<file path="config.mk">
export PLATFORM = sky130hd
export DESIGN_NAME = binary_to_decimal_ascii_core
export DESIGN_NICKNAME = d
export VERILOG_FILES = /design/src/hdl/b2da_pkg.sv /design/src/hdl/b2da_dp.sv /design/src/hdl/b2da_ctrl.sv /design/src/hdl/binary_to_decimal_ascii_core.sv
export SDC_FILE = /design/constraint.sdc
export NUM_CORES = 1
export LEC_CHECK = 0
export BUFFER_PORTS_ARGS = -buffer_cell sky130_fd_sc_hd__buf_2
export CORE_MARGIN = 2
export CORE_UTILIZATION = 44
export CTS_BUF_LIST = sky130_fd_sc_hd__clkbuf_4 sky130_fd_sc_hd__clkbuf_8 sky130_fd_sc_hd__clkbuf_16
export DETAILED_ROUTE_END_ITERATION = 16
export GPL_TIMING_DRIVEN = 0
export PLACE_DENSITY_LB_ADDON = 0.12
export SLEW_MARGIN = 20
export SYNTH_ARGS = -nofsm -noshare
export SYNTH_HDL_FRONTEND = slang
export SYNTH_SLANG_ARGS = --single-unit
</file>
<file path="constraint.sdc">
create_clock -name clk -period 4.6 [get_ports clk]
set_input_delay 0.46 -clock clk [delete_from_list [all_inputs] [get_ports clk]]
set_output_delay 0.46 -clock clk [all_outputs]
set_load 0.005 [all_outputs]
</file>
<file path="src/hdl/b2da_pkg.sv">
`timescale 1ns / 1ps

package b2da_pkg;

  localparam int VALUE_BITS_DEF = 32;
  localparam int IN_W           = 32;
  localparam int CHAR_W         = 6;
  localparam int DIGIT_W        = 4;
  localparam int BITS_PER_STEP  = 4;

  localparam logic [CHAR_W-1:0]  ASCII_ZERO = CHAR_W'(48);
  localparam logic [DIGIT_W-1:0] DD_THRESH  = DIGIT_W'(5);
  localparam logic [DIGIT_W-1:0] DD_ADJUST  = DIGIT_W'(3);

  typedef enum logic [1:0] {
    ST_IDLE,
    ST_CONV,
    ST_EMIT
  } state_t;

  // controller -> datapath
  typedef struct packed {
    logic load;
    logic conv;
    logic shift;
  } cmd_t;

  // datapath -> controller
  typedef struct packed {
    logic top_zero;
  } stat_t;

endpackage

</file>
<file path="src/hdl/b2da_dp.sv">
`timescale 1ns / 1ps

module b2da_dp import b2da_pkg::*; #(
  parameter int VALUE_BITS = VALUE_BITS_DEF
) (
  input  logic              clk,
  input  logic [IN_W-1:0]   in_value,
  input  cmd_t              cmd,
  output stat_t             stat,
  output logic [CHAR_W-1:0] digit_char
);

  localparam int EFF   = (VALUE_BITS > IN_W) ? IN_W : VALUE_BITS;
  localparam int STEPS = (EFF + BITS_PER_STEP - 1) / BITS_PER_STEP;
  localparam int PAD   = STEPS * BITS_PER_STEP;
  localparam int ND    = (EFF * 1233) / 4096 + 1;
  localparam int BW    = ND * DIGIT_W;

  logic [PAD-1:0] val_r, val_nxt, val_s;
  logic [BW-1:0]  bcd_r, bcd_nxt, bcd_s;
  logic [DIGIT_W-1:0] top_digit;

  // double dabble, BITS_PER_STEP input bits per cycle while cmd.conv is high
  always_comb begin
    bcd_s = bcd_r;
    val_s = val_r;
    for (int s = 0; s < BITS_PER_STEP; s++) begin
      for (int d = 0; d < ND; d++) begin
        if (bcd_s[d*DIGIT_W +: DIGIT_W] >= DD_THRESH) begin
          bcd_s[d*DIGIT_W +: DIGIT_W] = bcd_s[d*DIGIT_W +: DIGIT_W] + DD_ADJUST;
        end
      end
      {bcd_s, val_s} = {bcd_s[BW-2:0], val_s, 1'b0};
    end
  end

  always_comb begin
    val_nxt = val_r;
    bcd_nxt = bcd_r;
    priority if (cmd.load) begin
      val_nxt = PAD'(in_value[EFF-1:0]);
      bcd_nxt = '0;
    end else if (cmd.conv) begin
      val_nxt = val_s;
      bcd_nxt = bcd_s;
    end else if (cmd.shift) begin
      bcd_nxt = {bcd_r[BW-DIGIT_W-1:0], {DIGIT_W{1'b0}}};
    end
  end

  always_ff @(posedge clk) begin
    val_r <= val_nxt;
    bcd_r <= bcd_nxt;
  end

  assign top_digit     = bcd_r[BW-1 -: DIGIT_W];
  assign stat.top_zero = (top_digit == '0);
  assign digit_char    = ASCII_ZERO + CHAR_W'(top_digit);

endmodule

</file>
<file path="src/hdl/b2da_ctrl.sv">
`timescale 1ns / 1ps

module b2da_ctrl import b2da_pkg::*; #(
  parameter int VALUE_BITS = VALUE_BITS_DEF
) (
  input  logic  clk,
  input  logic  rst_n,
  input  logic  start,
  input  stat_t stat,
  output cmd_t  cmd,
  output logic  busy,
  output logic  out_valid,
  output logic  out_last
);

  localparam int EFF     = (VALUE_BITS > IN_W) ? IN_W : VALUE_BITS;
  localparam int STEPS   = (EFF + BITS_PER_STEP - 1) / BITS_PER_STEP;
  localparam int ND      = (EFF * 1233) / 4096 + 1;
  localparam int CNT_MAX = (STEPS > ND) ? STEPS : ND;
  localparam int CW      = $clog2(CNT_MAX + 1);

  state_t state_r, state_nxt;
  logic [CW-1:0] cnt_r, cnt_nxt;
  logic started_r, started_nxt;
  logic cnt_one;

  assign cnt_one = (cnt_r == CW'(1));

  always_comb begin
    state_nxt = state_r;
    unique case (state_r)
      ST_IDLE: if (start) state_nxt = ST_CONV;
      ST_CONV: if (cnt_one) state_nxt = ST_EMIT;
      ST_EMIT: if (cnt_one) state_nxt = ST_IDLE;
      default: state_nxt = ST_IDLE;
    endcase
  end

  always_comb begin
    cmd         = '0;
    busy        = 1'b1;
    out_valid   = 1'b0;
    out_last    = 1'b0;
    cnt_nxt     = cnt_r;
    started_nxt = started_r;
    unique case (state_r)
      ST_IDLE: begin
        busy = 1'b0;
        if (start) begin
          cmd.load = 1'b1;
          cnt_nxt  = CW'(STEPS);
        end
      end
      ST_CONV: begin
        cmd.conv = 1'b1;
        if (cnt_one) begin
          cnt_nxt     = CW'(ND);
          started_nxt = 1'b0;
        end else begin
          cnt_nxt = cnt_r - CW'(1);
        end
      end
      ST_EMIT: begin
        // leading zeros are skipped; the final digit always goes out
        cmd.shift   = 1'b1;
        out_valid   = started_r | ~stat.top_zero | cnt_one;
        out_last    = cnt_one;
        started_nxt = started_r | out_valid;
        cnt_nxt     = cnt_r - CW'(1);
      end
      default: busy = 1'b0;
    endcase
  end

  always_ff @(posedge clk) begin
    if (!rst_n) begin
      state_r   <= ST_IDLE;
      cnt_r     <= '0;
      started_r <= 1'b0;
    end else begin
      state_r   <= state_nxt;
      cnt_r     <= cnt_nxt;
      started_r <= started_nxt;
    end
  end

endmodule

</file>
<file path="src/hdl/binary_to_decimal_ascii_core.sv">
`timescale 1ns / 1ps
// Binary to decimal ASCII converter.
// Input: pulse start with in_value while busy is low; that edge accepts the
// transaction and busy rises on the next cycle. Only the low VALUE_BITS bits
// (at most 32) of in_value are converted.
// Output: the decimal digits leave most significant first, one per cycle,
// each shown for one cycle with out_valid high; out_last marks the final
// digit. Leading zeros are dropped; zero gives a single '0'.
// Structure (VALUE_BITS = 32): a double-dabble datapath takes 4 input bits per
// cycle, then a digit shifter walks all 10 BCD positions, one per cycle,
// skipping leading zeros. Busy stays high through the conversion and the
// walk; the first digit appears during the walk and the last at its final
// position. A new transaction can be accepted the cycle busy is low again.
// The receiver cannot stall: out_valid is a strobe and must be taken.
// Reset (rst_n low, synchronous) returns the controller to idle and drops
// any transaction in progress.
module binary_to_decimal_ascii_core import b2da_pkg::*; #(
  parameter int VALUE_BITS = VALUE_BITS_DEF
) (
  input  logic              clk,
  input  logic              rst_n,
  input  logic              start,
  output logic              busy,
  input  logic [IN_W-1:0]   in_value,
  output logic              out_valid,
  output logic [CHAR_W-1:0] out_digit_char,
  output logic              out_last
);

  cmd_t  cmd;
  stat_t stat;

  b2da_ctrl #(.VALUE_BITS(VALUE_BITS)) u_ctrl (
    .clk       (clk),
    .rst_n     (rst_n),
    .start     (start),
    .stat      (stat),
    .cmd       (cmd),
    .busy      (busy),
    .out_valid (out_valid),
    .out_last  (out_last)
  );

  b2da_dp #(.VALUE_BITS(VALUE_BITS)) u_dp (
    .clk        (clk),
    .in_value   (in_value),
    .cmd        (cmd),
    .stat       (stat),
    .digit_char (out_digit_char)
  );

endmodule

</file>
==> impl_results.md <==
- Status: finished clean
- Sw frac: 46.62%
- PwrDens: 494.3 nW/um^2
- Number of synthesized flops with an enable pin: 32
- Reg2reg path depth: 20
- Hold WC Path Type: in -> reg
- Routing usage on met1: 30.05%
- Post-synthesis register bit count: 79
- Remaining antenna violation count: 0
- Worst slack at placement: 0.5504 ns
- Overall Global Routing Usage: 21.53%
- DR iter-0 viols: 545
- Die Y: 141.0 um
- Multi-input gate area: 5892 sq um
- Worst-Skew Late Latency: 0.33 ns
- Via density: 5.774
- Clock Power Share: 15.6%
- Total number of vias: 8078
- Post-route cell area: 9047 sq um
- Slew @ Worst Pin: 0.8269 ns
- Synthesized instance count: 1107
- Startpoint type of the worst setup path: flop
- Syn Area/Cell: 7.456 sq um
- Unrepaired setup endpoints after global routing: false
- Pin count of the biggest net entering global routing: 33
- Clock sinks: 79
- Cells resized by post-CTS repair: 0
- Post-Route Utilization: 48.69%
- Starting Density: 44.42%
- Max FO, Critical Path: 8
- Hpwl dp: 16.04 mm
- Capture point of the worst reg-to-reg path: u_dp.bcd_r[38]$_SDFFE_PP0P_
- Htree depth: 3
- Antenna violations before repair: 0
- Hold path endpoint: u_dp.val_r[6]$_DFFE_PP_
- GR Overflow Total: 0
- Postcts setup bufs: 0
- FF+latch area: 1902 sq um
- Largest area contributor in the netlist: edfxtp_1
- Slew HR: 44.87%
- Global-route wire length before repair: 35.80 mm
- Root Buffer: clkbuf_16
- Worst EP required: 4.87 ns
- Comb pwr share: 62.5%
- Worst setup EP type: flop
- Dominant synthesized flop cell: dfxtp_1
- Hold_sp: in_value[6]
- Largest stage delay, worst path: 0.50 ns
- Count of cell types in the netlist: 97
- Final WS setup: 0.5587 ns
- Nets: 1241
- M3 GR Usage: 2.344%
- Max Cap Viol: 0
- Fillers: 1847
- Flop pwr share: 21.8%
- Max Clock Freq: 247.4 MHz
- Most Used Layer, Global Route: met2
- CTS Buf Count: 9
- Mapped cell area: 8254 sq um
- Critical path cell sequence: inv_1 > ha_1 > nor2b_1 > nor3_1 > a21oi_1 > inv_1 > ha_1 > o21ai_0 > a31oi_1 > inv_1 > ha_1 > nor2b_1 > o211ai_1 > xor2_1 > ha_1 > nand2b_1 > a21bo_2 > or2_0 > a311o_1 > o21ai_1
- # rows: 50
- Area after DPL: 8758 sq um
- CP most frequent cell: ha_1
- Max clock buf depth: 2
- CTS tree: built
- Slowest cell on crit path: dfxtp_1
- IO Pins: 44
- Met2 GRT Util: 36.41%
- Final-report hold violation count: 0
- Synth top area cells: edfxtp_1 12%, dfxtp_1 11%, nand2_1 8.5%
- Int Pwr: 2387 uW
- Setup Viol. Count Final: 0
- # port buffers: 41
- Total negative setup slack: 0 ns
- Clock transition at path regs: 0.06 ns
- RePlAce Congestion: 0.8828
- Overall Power: 4472 uW
- Final Cycle Share: 87.85%
- Max VDD drop: 0.1903 mV
- Core outline area: 18580 sq um
- Critical path arrival: 4.31 ns
- Drt wl/cell: 15.47 um
- Net Switching: 2085 uW
- Register area share after synthesis: 23.04%
- Chip width: 141.0 um
- # DRC: 0
- Worst reg2reg setup slack: 0.56 ns
- Reg-to-Reg Start: u_dp.bcd_r[32]$_SDFFE_PP0P_
- Vias in the first global route: 7343
- Count of pins over their slew limit: 0
- Cells on Worst Hold Path: 3
- First-pass detailed-route iteration total: 5
- Crit path kind: reg -> reg
- Die Footprint: 19870 sq um
- WL final: 21.64 mm
- Warning count from the yosys run: 0
- Post-synth top area share: 11.64%
- Hold_buf cts: 0
- Final critical-path required period: 4.041 ns
- Proportion of layout cells with a drive suffix above 1: 12.96%
- Clk_skew: 0.005947 ns
- Leak: 0.003606 uW
- Synth-to-Final Area Change: 9.610%
- N_diodes: 0
- FFs w/ async S/R, synth: 0%
==> per-stage QoR <==
| step | hold slack [ns] | cells |
|---|---|---|
| 6_report | 0.3843 | 1399 |
| 5_1_grt | 0.3831 | 1399 |
| 4_1_cts | 0.3751 | 1399 |
| 3_5_place_dp | 0.5000 | 1383 |
| 3_3_place_gp | 0.4926 | 1383 |
| 2_1_floorplan | 0.4546 | 1108 |
==> kinds of logic after synthesis <==
| kind of cell | synth area share, % |
|---|---|
| other | 0.04543 |
| and+or+nand+nor | 23.63 |
| xor gates and xnor gates | 2.911 |
| buffers and inverters | 5.654 |
| muxes | 5.260 |
| DFF | 23.04 |
| AOI/OAI and AO/OA | 32.36 |
| adders and majority gates | 7.094 |
==> critical path, delay by kind of cell (launching register included) <==
| family | cells | cell delay, ns |
|---|---|---|
| xor+xnor | 1 | 0.29 |
| compound gates | 7 | 1.29 |
| buf+inv | 3 | 0.27 |
| flops | 1 | 0.50 |
| fa+ha+maj | 4 | 0.85 |
| simple gates | 5 | 0.76 |
==> synth_stat cells (25+ instances only) <==
master / n
inv_1: 48
edfxtp_1: 32
a21oi_1: 76
o21ai_1: 31
o211ai_1: 25
nor2_1: 77
nand3_1: 25
ha_1: 46
dfxtp_1: 47
clkbuf_1: 37
nand2_1: 188
o21ai_0: 62
==> metal layers <==
layer | routed length [um] | part of all wire (%)
met1 | 10570 | 49
met2 | 9997 | 46
met3 | 864 | 4.0
met4 | 214 | 0.99
met5 | 0 | 0
==> cells in the final DEF, fill, tap and decap left out, types with 16 or more instances in the layout <==
| master | netlist | layout |
|---|---|---|
| a31oi_1 | 16 | 16 |
| nor2_1 | 77 | 77 |
| nor3_1 | 18 | 18 |
| o21ai_1 | 31 | 31 |
| ha_1 | 46 | 46 |
| o21bai_1 | 18 | 18 |
| nand2b_1 | 19 | 19 |
| nand3_1 | 25 | 25 |
| o211ai_1 | 25 | 25 |
| dfxtp_1 | 47 | 47 |
| buf_2 | 11 | 52 |
| edfxtp_1 | 32 | 32 |
| a211oi_1 | 22 | 22 |
| a21oi_1 | 76 | 76 |
| mux2i_1 | 23 | 23 |
| clkbuf_1 | 37 | 37 |
| nand2_1 | 188 | 187 |
| o21ai_0 | 62 | 62 |
| nor2b_1 | 17 | 17 |
| inv_1 | 48 | 48 |
==> worst max path at each step <==
| stage | end | slack, ns | cells after the start | start |
|---|---|---|---|---|
| final | u_dp.bcd_r[38]$_SDFFE_PP0P_ | 0.56 | 20 | u_dp.bcd_r[32]$_SDFFE_PP0P_ |
| after global placement | u_dp.bcd_r[38]$_SDFFE_PP0P_ | 0.60 | 17 | u_dp.bcd_r[33]$_SDFFE_PP0P_ |
| after global routing | u_dp.bcd_r[38]$_SDFFE_PP0P_ | 0.07 | 18 | u_dp.bcd_r[37]$_SDFFE_PP0P_ |
| after CTS | u_dp.bcd_r[38]$_SDFFE_PP0P_ | 0.54 | 17 | u_dp.bcd_r[33]$_SDFFE_PP0P_ |
| after floorplan | u_dp.bcd_r[38]$_SDFFE_PP0P_ | 1.03 | 17 | u_dp.bcd_r[33]$_SDFFE_PP0P_ |
| after detailed placement | u_dp.bcd_r[38]$_SDFFE_PP0P_ | 0.55 | 17 | u_dp.bcd_r[33]$_SDFFE_PP0P_ |
==> state kept, by name (all words and copies together), names as in the netlist <==
| register | count |
|---|---|
| u_dp.val_r | 32 |
| u_dp.bcd_r | 40 |
| u_ctrl.cnt_r | 4 |
| u_ctrl.started_r | 1 |
| u_ctrl.state_r | 2 |
==> layout make-up <==
cell class                 count  area share [%]
clock inverter                 7          0.7053
clock buffer                   9           2.489
multi-input combinational    917           65.12
tap                          234           3.236
buffer                        60           2.987
sequential                    79           21.02
inverter                      52           2.171
timing repair buffer          41           2.268
==> power groups by stage <==
| stage | Combinational [uW] | Sequential, uW | Clock [uW] |
|---|---|---|---|
| after floorplan | 2210 | 956 | 0 |
| after global placement | 2750 | 987 | 0 |
| after detailed placement | 2770 | 988 | 0 |
| after CTS | 2790 | 975 | 710 |
| after global routing | 3130 | 991 | 738 |
| final | 2800 | 976 | 699 |
No activity file was read; power rests on OpenSTA's default activity.
